## config.mk

```make
export PLATFORM = sky130hd
export DESIGN_NAME = docking_retry_supervisor_top
export DESIGN_NICKNAME = d
export VERILOG_FILES = /design/src/hdl/drs_pkg.sv /design/src/hdl/drs_eval.sv /design/src/hdl/docking_retry_supervisor_top.sv
export SDC_FILE = /design/constraint.sdc
export NUM_CORES = 1
export LEC_CHECK = 0
export BUFFER_PORTS_ARGS = -buffer_cell sky130_fd_sc_hd__buf_2
export CAP_MARGIN = 20
export CORE_MARGIN = 3
export CORE_UTILIZATION = 40
export CTS_BUF_LIST = sky130_fd_sc_hd__clkbuf_8
export DETAILED_ROUTE_END_ITERATION = 8
export PLACE_DENSITY_LB_ADDON = 0.08
export SLEW_MARGIN = 10
export SYNTH_ARGS = -nofsm -noshare
export SYNTH_HDL_FRONTEND = slang
export SYNTH_SLANG_ARGS = --single-unit
export TNS_END_PERCENT = 100
```

## constraint.sdc

```tcl
create_clock -name clk_i -period 7.77 [get_ports clk_i]
set_clock_uncertainty 0.15 [all_clocks]
set_input_delay 0.3885 -clock clk_i [delete_from_list [all_inputs] [get_ports clk_i]]
set_output_delay 0.3885 -clock clk_i [all_outputs]
set_load 0.02 [all_outputs]
```

## src/hdl/drs_pkg.sv

```systemverilog
// Shared types and constants of the docking retry supervisor.
package drs_pkg;

  localparam int unsigned ValueWidth   = 16;
  localparam int unsigned CountWidth   = 9;
  localparam int unsigned RetryWidth   = 4;
  localparam int unsigned LimitWidth   = 8;
  localparam int unsigned FwdThWidth   = 13;
  localparam int unsigned ThWidth      = 15;
  localparam int unsigned CfgIdxWidth  = 3;
  localparam int unsigned CfgDataWidth = 15;
  localparam int unsigned BackoutShift = 2;

  typedef enum logic [1:0] {
    OpStartDock   = 2'd0,
    OpStartUndock = 2'd1,
    OpTick        = 2'd2
  } opcode_e;

  typedef enum logic [2:0] {
    StIdle         = 3'd0,
    StStarted      = 3'd1,
    StRunning      = 3'd2,
    StSucceeded    = 3'd3,
    StPreempted    = 3'd4,
    StRetriesOut   = 3'd5,
    StSensorAbort  = 3'd6,
    StUndockFailed = 3'd7
  } status_e;

  typedef enum logic [1:0] {
    ClsRunning = 2'd0,
    ClsSuccess = 2'd1,
    ClsFailed  = 2'd2
  } class_e;

  typedef enum logic [CfgIdxWidth-1:0] {
    CfgErrorTickLimit  = 3'd0,
    CfgRetryLimit      = 3'd1,
    CfgForwardTh       = 3'd2,
    CfgLateralTh       = 3'd3,
    CfgHeadingTh       = 3'd4,
    CfgLinearLimit     = 3'd5,
    CfgAngularLimit    = 3'd6
  } cfg_idx_e;

  typedef struct packed {
    logic [1:0]                   opcode;
    logic                         preempt_request;
    logic                         sensor_valid;
    logic signed [ValueWidth-1:0] proposed_linear;
    logic signed [ValueWidth-1:0] proposed_angular;
    logic signed [ValueWidth-1:0] fwd_error;
    logic signed [ValueWidth-1:0] lat_error;
    logic signed [ValueWidth-1:0] heading_error;
  } req_t;

  typedef struct packed {
    logic [2:0]                   status;
    logic signed [ValueWidth-1:0] linear_command;
    logic signed [ValueWidth-1:0] angular_command;
    logic                         retry_target;
  } rsp_t;

  typedef struct packed {
    logic [LimitWidth-1:0] error_tick_limit;
    logic [RetryWidth-1:0] retry_limit;
    logic [FwdThWidth-1:0] forward_threshold;
    logic [ThWidth-1:0]    lateral_threshold;
    logic [ThWidth-1:0]    heading_threshold;
    logic [ThWidth-1:0]    linear_speed_limit;
    logic [ThWidth-1:0]    angular_speed_limit;
  } cfg_t;

  typedef struct packed {
    class_e                       cls;
    logic signed [ValueWidth-1:0] lin;
    logic signed [ValueWidth-1:0] ang;
  } eval_t;

endpackage

```

## src/hdl/drs_eval.sv

```systemverilog
// Velocity clamping and pose classification for one control tick.
module drs_eval (
  input  drs_pkg::req_t  req_i,
  input  drs_pkg::cfg_t  cfg_i,
  input  logic           backing_out_i,
  output drs_pkg::eval_t eval_o
);

  localparam int unsigned W = drs_pkg::ValueWidth + 1;

  logic signed [W-1:0] lin_x, ang_x, lin_lim, ang_lim, lin_nlim, ang_nlim;
  logic [W-1:0] fwd_mag, lat_mag, hdg_mag, thx, lat_th, hdg_th;

  assign lin_x    = {req_i.proposed_linear[drs_pkg::ValueWidth-1], req_i.proposed_linear};
  assign ang_x    = {req_i.proposed_angular[drs_pkg::ValueWidth-1], req_i.proposed_angular};
  assign lin_lim  = signed'({2'b00, cfg_i.linear_speed_limit});
  assign ang_lim  = signed'({2'b00, cfg_i.angular_speed_limit});
  assign lin_nlim = -lin_lim;
  assign ang_nlim = -ang_lim;

  // Magnitudes need one extra bit so that the most negative value stays exact.
  assign fwd_mag = req_i.fwd_error[drs_pkg::ValueWidth-1] ?
                   (W'(0) - W'(req_i.fwd_error)) : W'(unsigned'(req_i.fwd_error));
  assign lat_mag = req_i.lat_error[drs_pkg::ValueWidth-1] ?
                   (W'(0) - W'(req_i.lat_error)) : W'(unsigned'(req_i.lat_error));
  assign hdg_mag = req_i.heading_error[drs_pkg::ValueWidth-1] ?
                   (W'(0) - W'(req_i.heading_error)) : W'(unsigned'(req_i.heading_error));

  // The forward window widens fourfold while the target is the back-out offset.
  assign thx    = backing_out_i ?
                  W'({cfg_i.forward_threshold, {drs_pkg::BackoutShift{1'b0}}}) :
                  W'(cfg_i.forward_threshold);
  assign lat_th = W'(cfg_i.lateral_threshold);
  assign hdg_th = W'(cfg_i.heading_threshold);

  always_comb begin
    if (lin_x > lin_lim) begin
      eval_o.lin = lin_lim[drs_pkg::ValueWidth-1:0];
    end else if (lin_x < lin_nlim) begin
      eval_o.lin = lin_nlim[drs_pkg::ValueWidth-1:0];
    end else begin
      eval_o.lin = req_i.proposed_linear;
    end

    if (ang_x > ang_lim) begin
      eval_o.ang = ang_lim[drs_pkg::ValueWidth-1:0];
    end else if (ang_x < ang_nlim) begin
      eval_o.ang = ang_nlim[drs_pkg::ValueWidth-1:0];
    end else begin
      eval_o.ang = req_i.proposed_angular;
    end

    if (fwd_mag > thx) begin
      eval_o.cls = drs_pkg::ClsRunning;
    end else if (lat_mag > lat_th || hdg_mag > hdg_th) begin
      eval_o.cls = drs_pkg::ClsFailed;
    end else begin
      eval_o.cls = drs_pkg::ClsSuccess;
    end
  end

endmodule

```

## src/hdl/docking_retry_supervisor_top.sv

```systemverilog
// Top level of the docking retry supervisor: action state, retries and result register.
//
// The supervisor takes one request per cycle while the output side is ready and
// returns exactly one result per request, in order, from an output register.
// A request first lands in an input register; the clamps, the pose classifier and
// the action state update then work on it in one short combinational pass, and
// the result is written to an output register. The input register advances
// whenever the output register is empty or is being emptied in the same cycle,
// so a new request can be accepted in every cycle and a waiting result does not
// stop intake until both registers are full. The sustained rate is one request
// per clock while the output side is ready, set by the single pass from the input
// register to the output register. Configuration registers are written through a
// plain write port and are expected to change only while no request is in flight;
// writes to an index past the last register are ignored.
module docking_retry_supervisor_top (
  input  logic                               clk_i,
  input  logic                               rst_ni,
  input  logic                               in_valid_i,
  output logic                               in_ready_o,
  input  drs_pkg::req_t                      in_req_i,
  output logic                               out_valid_o,
  input  logic                               out_ready_i,
  output drs_pkg::rsp_t                      out_rsp_o,
  input  logic                               cfg_we_i,
  input  logic [drs_pkg::CfgIdxWidth-1:0]    cfg_index_i,
  input  logic [drs_pkg::CfgDataWidth-1:0]   cfg_data_i
);

  // Configuration registers.
  drs_pkg::cfg_t cfg_q;

  // Pipeline registers.
  drs_pkg::req_t s1_q;
  logic          s1_valid_q;
  drs_pkg::rsp_t out_q;
  logic          out_valid_q;

  // Action state.
  logic                                act_q, act_d;
  logic                                undock_q, undock_d;
  logic                                bo_q, bo_d;
  logic [drs_pkg::RetryWidth-1:0]      retries_q, retries_d;
  logic [drs_pkg::CountWidth-1:0]      fail_q, fail_d;
  logic [drs_pkg::CountWidth-1:0]      sens_q, sens_d;
  logic signed [drs_pkg::ValueWidth-1:0] held_lin_q, held_lin_d;
  logic signed [drs_pkg::ValueWidth-1:0] held_ang_q, held_ang_d;

  logic          s1_adv;
  logic          out_free;
  logic          done;
  drs_pkg::rsp_t res;
  drs_pkg::eval_t ev;
  logic [drs_pkg::CountWidth-1:0] lim_x;

  assign out_free    = !out_valid_q || out_ready_i;
  assign s1_adv      = s1_valid_q && out_free;
  assign in_ready_o  = !s1_valid_q || out_free;
  assign out_valid_o = out_valid_q;
  assign out_rsp_o   = out_q;
  assign lim_x       = drs_pkg::CountWidth'(cfg_q.error_tick_limit);

  drs_eval u_eval (
    .req_i         (s1_q),
    .cfg_i         (cfg_q),
    .backing_out_i (bo_q),
    .eval_o        (ev)
  );

  always_ff @(posedge clk_i or negedge rst_ni) begin
    if (!rst_ni) begin
      cfg_q.error_tick_limit    <= 8'd50;
      cfg_q.retry_limit         <= 4'd3;
      cfg_q.forward_threshold   <= 13'd41;
      cfg_q.lateral_threshold   <= 15'd41;
      cfg_q.heading_threshold   <= 15'd41;
      cfg_q.linear_speed_limit  <= 15'd4096;
      cfg_q.angular_speed_limit <= 15'd4096;
    end else if (cfg_we_i) begin
      case (cfg_index_i)
        drs_pkg::CfgErrorTickLimit: begin
          cfg_q.error_tick_limit <= cfg_data_i[drs_pkg::LimitWidth-1:0];
        end
        drs_pkg::CfgRetryLimit: begin
          cfg_q.retry_limit <= cfg_data_i[drs_pkg::RetryWidth-1:0];
        end
        drs_pkg::CfgForwardTh: begin
          cfg_q.forward_threshold <= cfg_data_i[drs_pkg::FwdThWidth-1:0];
        end
        drs_pkg::CfgLateralTh: begin
          cfg_q.lateral_threshold <= cfg_data_i[drs_pkg::ThWidth-1:0];
        end
        drs_pkg::CfgHeadingTh: begin
          cfg_q.heading_threshold <= cfg_data_i[drs_pkg::ThWidth-1:0];
        end
        drs_pkg::CfgLinearLimit: begin
          cfg_q.linear_speed_limit <= cfg_data_i[drs_pkg::ThWidth-1:0];
        end
        drs_pkg::CfgAngularLimit: begin
          cfg_q.angular_speed_limit <= cfg_data_i[drs_pkg::ThWidth-1:0];
        end
        default: begin
        end
      endcase
    end
  end

  // Next action state and result for the request held in the input register.
  always_comb begin
    act_d      = act_q;
    undock_d   = undock_q;
    bo_d       = bo_q;
    retries_d  = retries_q;
    fail_d     = fail_q;
    sens_d     = sens_q;
    held_lin_d = held_lin_q;
    held_ang_d = held_ang_q;
    done       = 1'b0;
    res        = '{status: drs_pkg::StIdle, linear_command: '0,
                   angular_command: '0, retry_target: 1'b0};

    if (s1_q.opcode == drs_pkg::OpStartDock || s1_q.opcode == drs_pkg::OpStartUndock) begin
      // A start drops any running action and opens a fresh one.
      act_d      = 1'b1;
      undock_d   = (s1_q.opcode == drs_pkg::OpStartUndock);
      bo_d       = (s1_q.opcode == drs_pkg::OpStartUndock);
      retries_d  = cfg_q.retry_limit;
      fail_d     = '0;
      sens_d     = '0;
      held_lin_d = '0;
      held_ang_d = '0;
      res.status       = drs_pkg::StStarted;
      res.retry_target = bo_d;
    end else if (!act_q) begin
      res.status = drs_pkg::StIdle;
    end else if (s1_q.preempt_request) begin
      done       = 1'b1;
      res.status = drs_pkg::StPreempted;
    end else if (!s1_q.sensor_valid) begin
      if (sens_q != '1) begin
        sens_d = sens_q + 1'b1;
      end
      if (sens_q > lim_x) begin
        done       = 1'b1;
        res.status = drs_pkg::StSensorAbort;
      end else begin
        // Keep driving the last command while the sensor is out.
        res.status          = drs_pkg::StRunning;
        res.linear_command  = held_lin_q;
        res.angular_command = held_ang_q;
        res.retry_target    = bo_q;
      end
    end else begin
      if (undock_q) begin
        if (ev.cls == drs_pkg::ClsSuccess) begin
          done       = 1'b1;
          res.status = drs_pkg::StSucceeded;
        end else if (ev.cls == drs_pkg::ClsFailed) begin
          done       = 1'b1;
          res.status = drs_pkg::StUndockFailed;
        end
      end else begin
        if (ev.cls == drs_pkg::ClsSuccess && !bo_q) begin
          done       = 1'b1;
          res.status = drs_pkg::StSucceeded;
        end else if (ev.cls == drs_pkg::ClsFailed) begin
          if (fail_q != '1) begin
            fail_d = fail_q + 1'b1;
          end
          if (fail_q > lim_x) begin
            if (retries_q == '0) begin
              done       = 1'b1;
              res.status = drs_pkg::StRetriesOut;
            end else begin
              // Returning from the back-out offset spends one retry.
              if (bo_q) begin
                retries_d = retries_q - 1'b1;
              end
              bo_d   = !bo_q;
              fail_d = '0;
            end
          end
        end
      end
      if (!done) begin
        held_lin_d          = ev.lin;
        held_ang_d          = ev.ang;
        res.status          = drs_pkg::StRunning;
        res.linear_command  = ev.lin;
        res.angular_command = ev.ang;
        res.retry_target    = bo_d;
      end
    end

    if (done) begin
      // Every ending result carries zero commands and no retry target.
      act_d               = 1'b0;
      bo_d                = 1'b0;
      res.linear_command  = '0;
      res.angular_command = '0;
      res.retry_target    = 1'b0;
    end
  end

  always_ff @(posedge clk_i or negedge rst_ni) begin
    if (!rst_ni) begin
      s1_valid_q  <= 1'b0;
      out_valid_q <= 1'b0;
      act_q       <= 1'b0;
      undock_q    <= 1'b0;
      bo_q        <= 1'b0;
      retries_q   <= '0;
      fail_q      <= '0;
      sens_q      <= '0;
      held_lin_q  <= '0;
      held_ang_q  <= '0;
    end else begin
      if (in_ready_o) begin
        s1_valid_q <= in_valid_i;
      end
      if (out_free) begin
        out_valid_q <= s1_valid_q;
      end
      if (s1_adv) begin
        act_q      <= act_d;
        undock_q   <= undock_d;
        bo_q       <= bo_d;
        retries_q  <= retries_d;
        fail_q     <= fail_d;
        sens_q     <= sens_d;
        held_lin_q <= held_lin_d;
        held_ang_q <= held_ang_d;
      end
    end
  end

  always_ff @(posedge clk_i) begin
    if (in_ready_o && in_valid_i) begin
      s1_q <= in_req_i;
    end
    if (s1_adv) begin
      out_q <= res;
    end
  end

`ifndef SYNTHESIS
  // An empty result register always lets the input side move.
  a_ready_when_empty: assert property (@(posedge clk_i) disable iff (!rst_ni)
    !out_valid_q |-> in_ready_o)
    else $error("input stalled while the result register is empty");

  // A finishing request leaves the action closed and the target cleared.
  a_finish_closes: assert property (@(posedge clk_i) disable iff (!rst_ni)
    s1_adv && done |=> !act_q && !bo_q)
    else $error("action still open after an ending result");

  // Ending results drive zero commands and no retry target.
  a_finish_zero: assert property (@(posedge clk_i) disable iff (!rst_ni)
    out_valid_q && (out_q.status == drs_pkg::StSucceeded ||
                    out_q.status == drs_pkg::StPreempted ||
                    out_q.status == drs_pkg::StRetriesOut ||
                    out_q.status == drs_pkg::StSensorAbort ||
                    out_q.status == drs_pkg::StUndockFailed)
    |-> out_q.linear_command == '0 && out_q.angular_command == '0 && !out_q.retry_target)
    else $error("ending result carries a nonzero command");
`endif

endmodule
```

==> flow_summary.json <==
{
  "finalSetupViolCount": 0,
  "initialDrtViolationCount": 620,
  "timing.hold.worst.class": "primary input to flop",
  "synthSimpleGateAreaFrac_pct": 12.7,
  "ys.flop_type": "dfrtp_1",
  "grt_max_degree": 80,
  "grt_pass1_vias": 12175,
  "ys.warnings.count": 0,
  "cp-start-kind": "flop",
  "drive_above_1_share_pct": 19.5,
  "syn_inst": 1430,
  "via_count": 11812,
  "drt-vias-per-instance": 5.29,
  "clk_latency_ns": 0.61,
  "gr-total-overflow": 0,
  "worst_slew_pin_slew_ns": 1.08,
  "netlist_area_um2": 15200,
  "rows": 70,
  "drcViolationCount": 0,
  "cp_top_family": "simple AND/OR/NAND/NOR gates",
  "maxClockFrequency_mhz": 186,
  "cpMaxStageDelayCell": "nor3b_2",
  "rsz0062_at_grt": "false",
  "async_flop_share_pct": 54.5,
  "period_minus_slack_ns": 5.37,
  "synth_cell_type_count": 72,
  "synth_top_family_by_area": "compound AO/OA/AOI/OAI gates",
  "layout_common_cells": "nand2_1, buf_2, ha_1",
  "fin_area_um2": 18400,
  "slew_violations": 0,
  "gr-usage-all-layers_pct": 20.2,
  "finalPower_mw": 4.31,
  "cpPeakStageDelay_ns": 0.49,
  "clockRootBuffer": "clkbuf_8",
  "wl_per_cell_um": 18.1,
  "crit_chain": "inv_1 -> ha_1 -> nor3b_2 -> nand4_1 -> or3_1 -> or3_1 -> nor2_1 -> nand2b_1 -> ha_1 -> a21o_1 -> a211oi_1 -> mux2_2 -> o21ai_1 -> nor2_2 -> buf_4 -> mux2_2 -> o22ai_1 -> o21ai_1",
  "final_nets": 1929,
  "end_kind": "flop",
  "initial_core_util_pct": 41.0,
  "place.gp.congestion": 0.821,
  "design.die.area_um2": 40300,
  "first_pass_iters": 5,
  "syn_to_final_growth_pct": 21.4,
  "die_w_um": 201,
  "path_class": "flop to flop",
  "cp.required_ns": 7.95,
  "fin_crit_sh_pct": 69.2,
  "io-pin-count": 145,
  "clk_path_buf_depth": 3,
  "synth_compound_area_share_pct": 13.8,
  "grt_pass1_wl_mm": 65.6,
  "ir_drop_mv": 0.139,
  "synth_top_area_cell": "edfxtp_1",
  "syn_nets": 1670,
  "die_h_um": 201,
  "synth_edf_count": 120,
  "synth_xor_area_share_pct": 3.92,
  "synth_seq_area_share_pct": 47.6,
  "routed_wl_mm": 40.5,
  "ys_seq_elements": 264,
  "cts_tree": "built",
  "tns_ns": 0,
  "synthTopCellsByArea": "edfxtp_1, dfrtp_1, ha_1, mux2_2, nand2_1",
  "maxSlewHeadroom_pct": 28.2,
  "numCtsBuffers": 48,
  "antenna_found_initial": 2,
  "cp.buffers_inverters": 2,
  "synthAdderAreaFrac_pct": 11.0,
  "clkSinkCount": 264,
  "final-hold-violation-count": 0,
  "detail-route-antenna-nets": 0,
  "design.core.area_um2": 37000,
  "place_area_um2": 16500,
  "cap_violations": 0,
  "status": "finished clean",
  "dp_hpwl_mm": 28.2,
  "path_max_fanout": 19,
  "synth_mux_area_share_pct": 7.20,
  "powerDensity_nw_per_um2": 234,
  "htree_levels": 2,
  "portBuffers": 144,
  "cp.arrival_ns": 5.56,
  "synth_top_area_share_pct": 23.7,
  "synth.avg_cell_area_um2": 10.6,
  "path_clk_slew_ns": 0.06,
  "p_leak_nw": 7.98,
  "cts_resized": 0,
  "worst-r2r-setup-slack_ns": 2.40
}
cell type report:
cell class | count | area (um2)
multi-input cells | 1015 | 7410
clock buffers | 57 | 785
well taps | 504 | 631
repair buffers | 260 | 1860
clock inverters | 33 | 139
flip-flops and latches | 264 | 7230
fillers | 3414 | 18600
inverters | 100 | 375
diodes | 1 | 2.50
repair_timing:
item,in CTS,in global routing
setup buffers,0,0
endpoints found under the hold margin,186,0
hold buffers,101,0
per-layer routing:
layer	vias up	global-route usage [%]	part of all wire (%)	wire, um
met5	-	0	0	0
met4	0	5.55	2.3	923
met3	75	4.05	5.2	2120
met2	258	34.2	47	19200
met1	5686	26.7	45	18300
li1	5793	-	-	-
per-stage QoR:
stage / instances / hold slack [ns] / utilization (%) / setup WS [ns]
after floorplan: 1430 / -0.0571 / - / 2.86
after global placement: 2040 / 0.317 / 44.4 / 2.44
after detailed placement: 2040 / 0.325 / 44.4 / 2.33
after CTS: 2231 / 0.00862 / 49.7 / 2.31
after global routing: 2233 / 0.0511 / 49.7 / 1.88
final: 2234 / 0.0719 / 49.7 / 2.40
worst min-delay path, delay by kind of cell:
family	cells	cell delay (ns)
AOI/OAI and AO/OA	1	0.08
and+or+nand+nor	1	0.09
buffers and inverters	1	0.21
path summary, 6_finish.rpt:
check,start,to,depth (start not counted)
hold / removal,cfg_data_i[10],cfg_q[40],3
min in group asynchronous,rst_ni,held_ang_q[8],2
setup / recovery,cfg_q[0],out_rsp_o[6],18
hold reg to reg,held_ang_q[4],held_ang_q[4],2
max in group asynchronous,rst_ni,sens_q[4],3
setup reg to reg,cfg_q[0],out_rsp_o[6],18
cells by family (layout without fill, tap and decap cells):
group | count (synthesis) | count (layout)
simple gates | 390 | 390
mux | 100 | 100
buf+inv | 151 | 450
flops | 264 | 264
other cells | 0 | 1
compound gates | 324 | 324
xor+xnor | 68 | 68
fa+ha+maj | 133 | 133
Yosys cell counts, drive strengths merged, types with 11 or more instances:
library cell and count:
inv 100, nand2 143, a21o 13, a22o 21
o21ai 107, xnor2 59, ha 133, nand4 31
mux2i 27, or3 11, a31oi 19, nand2b 15
o31ai 14, o22ai 20, edfxtp 120, nor2 71
mux2 73, clkbuf 44, a21oi 59, dfrtp 128
nor2b 12, dfstp 16, nor3 29, nand3 30
power breakdown:
| group | internal [mW] | total [mW] | switching [mW] |
|---|---|---|---|
| sequential | 1.67 | 1.85 | 0.173 |
| clock | 0.665 | 1.28 | 0.613 |
| combinational | 0.531 | 1.19 | 0.661 |
| total | 2.87 | 4.31 | 1.45 |
state kept, by name, summed over array words and instances (netlist names):
name,cells
undock_q,1
s1_valid_q,1
retries_q,4
out_valid_o,1
held_ang_q,16
fail_q,9
out_rsp_o,36
sens_q,9
act_q,1
cfg_q,85
s1_q,84
bo_q,1
held_lin_q,16
Power figures use the tool's default switching activity.
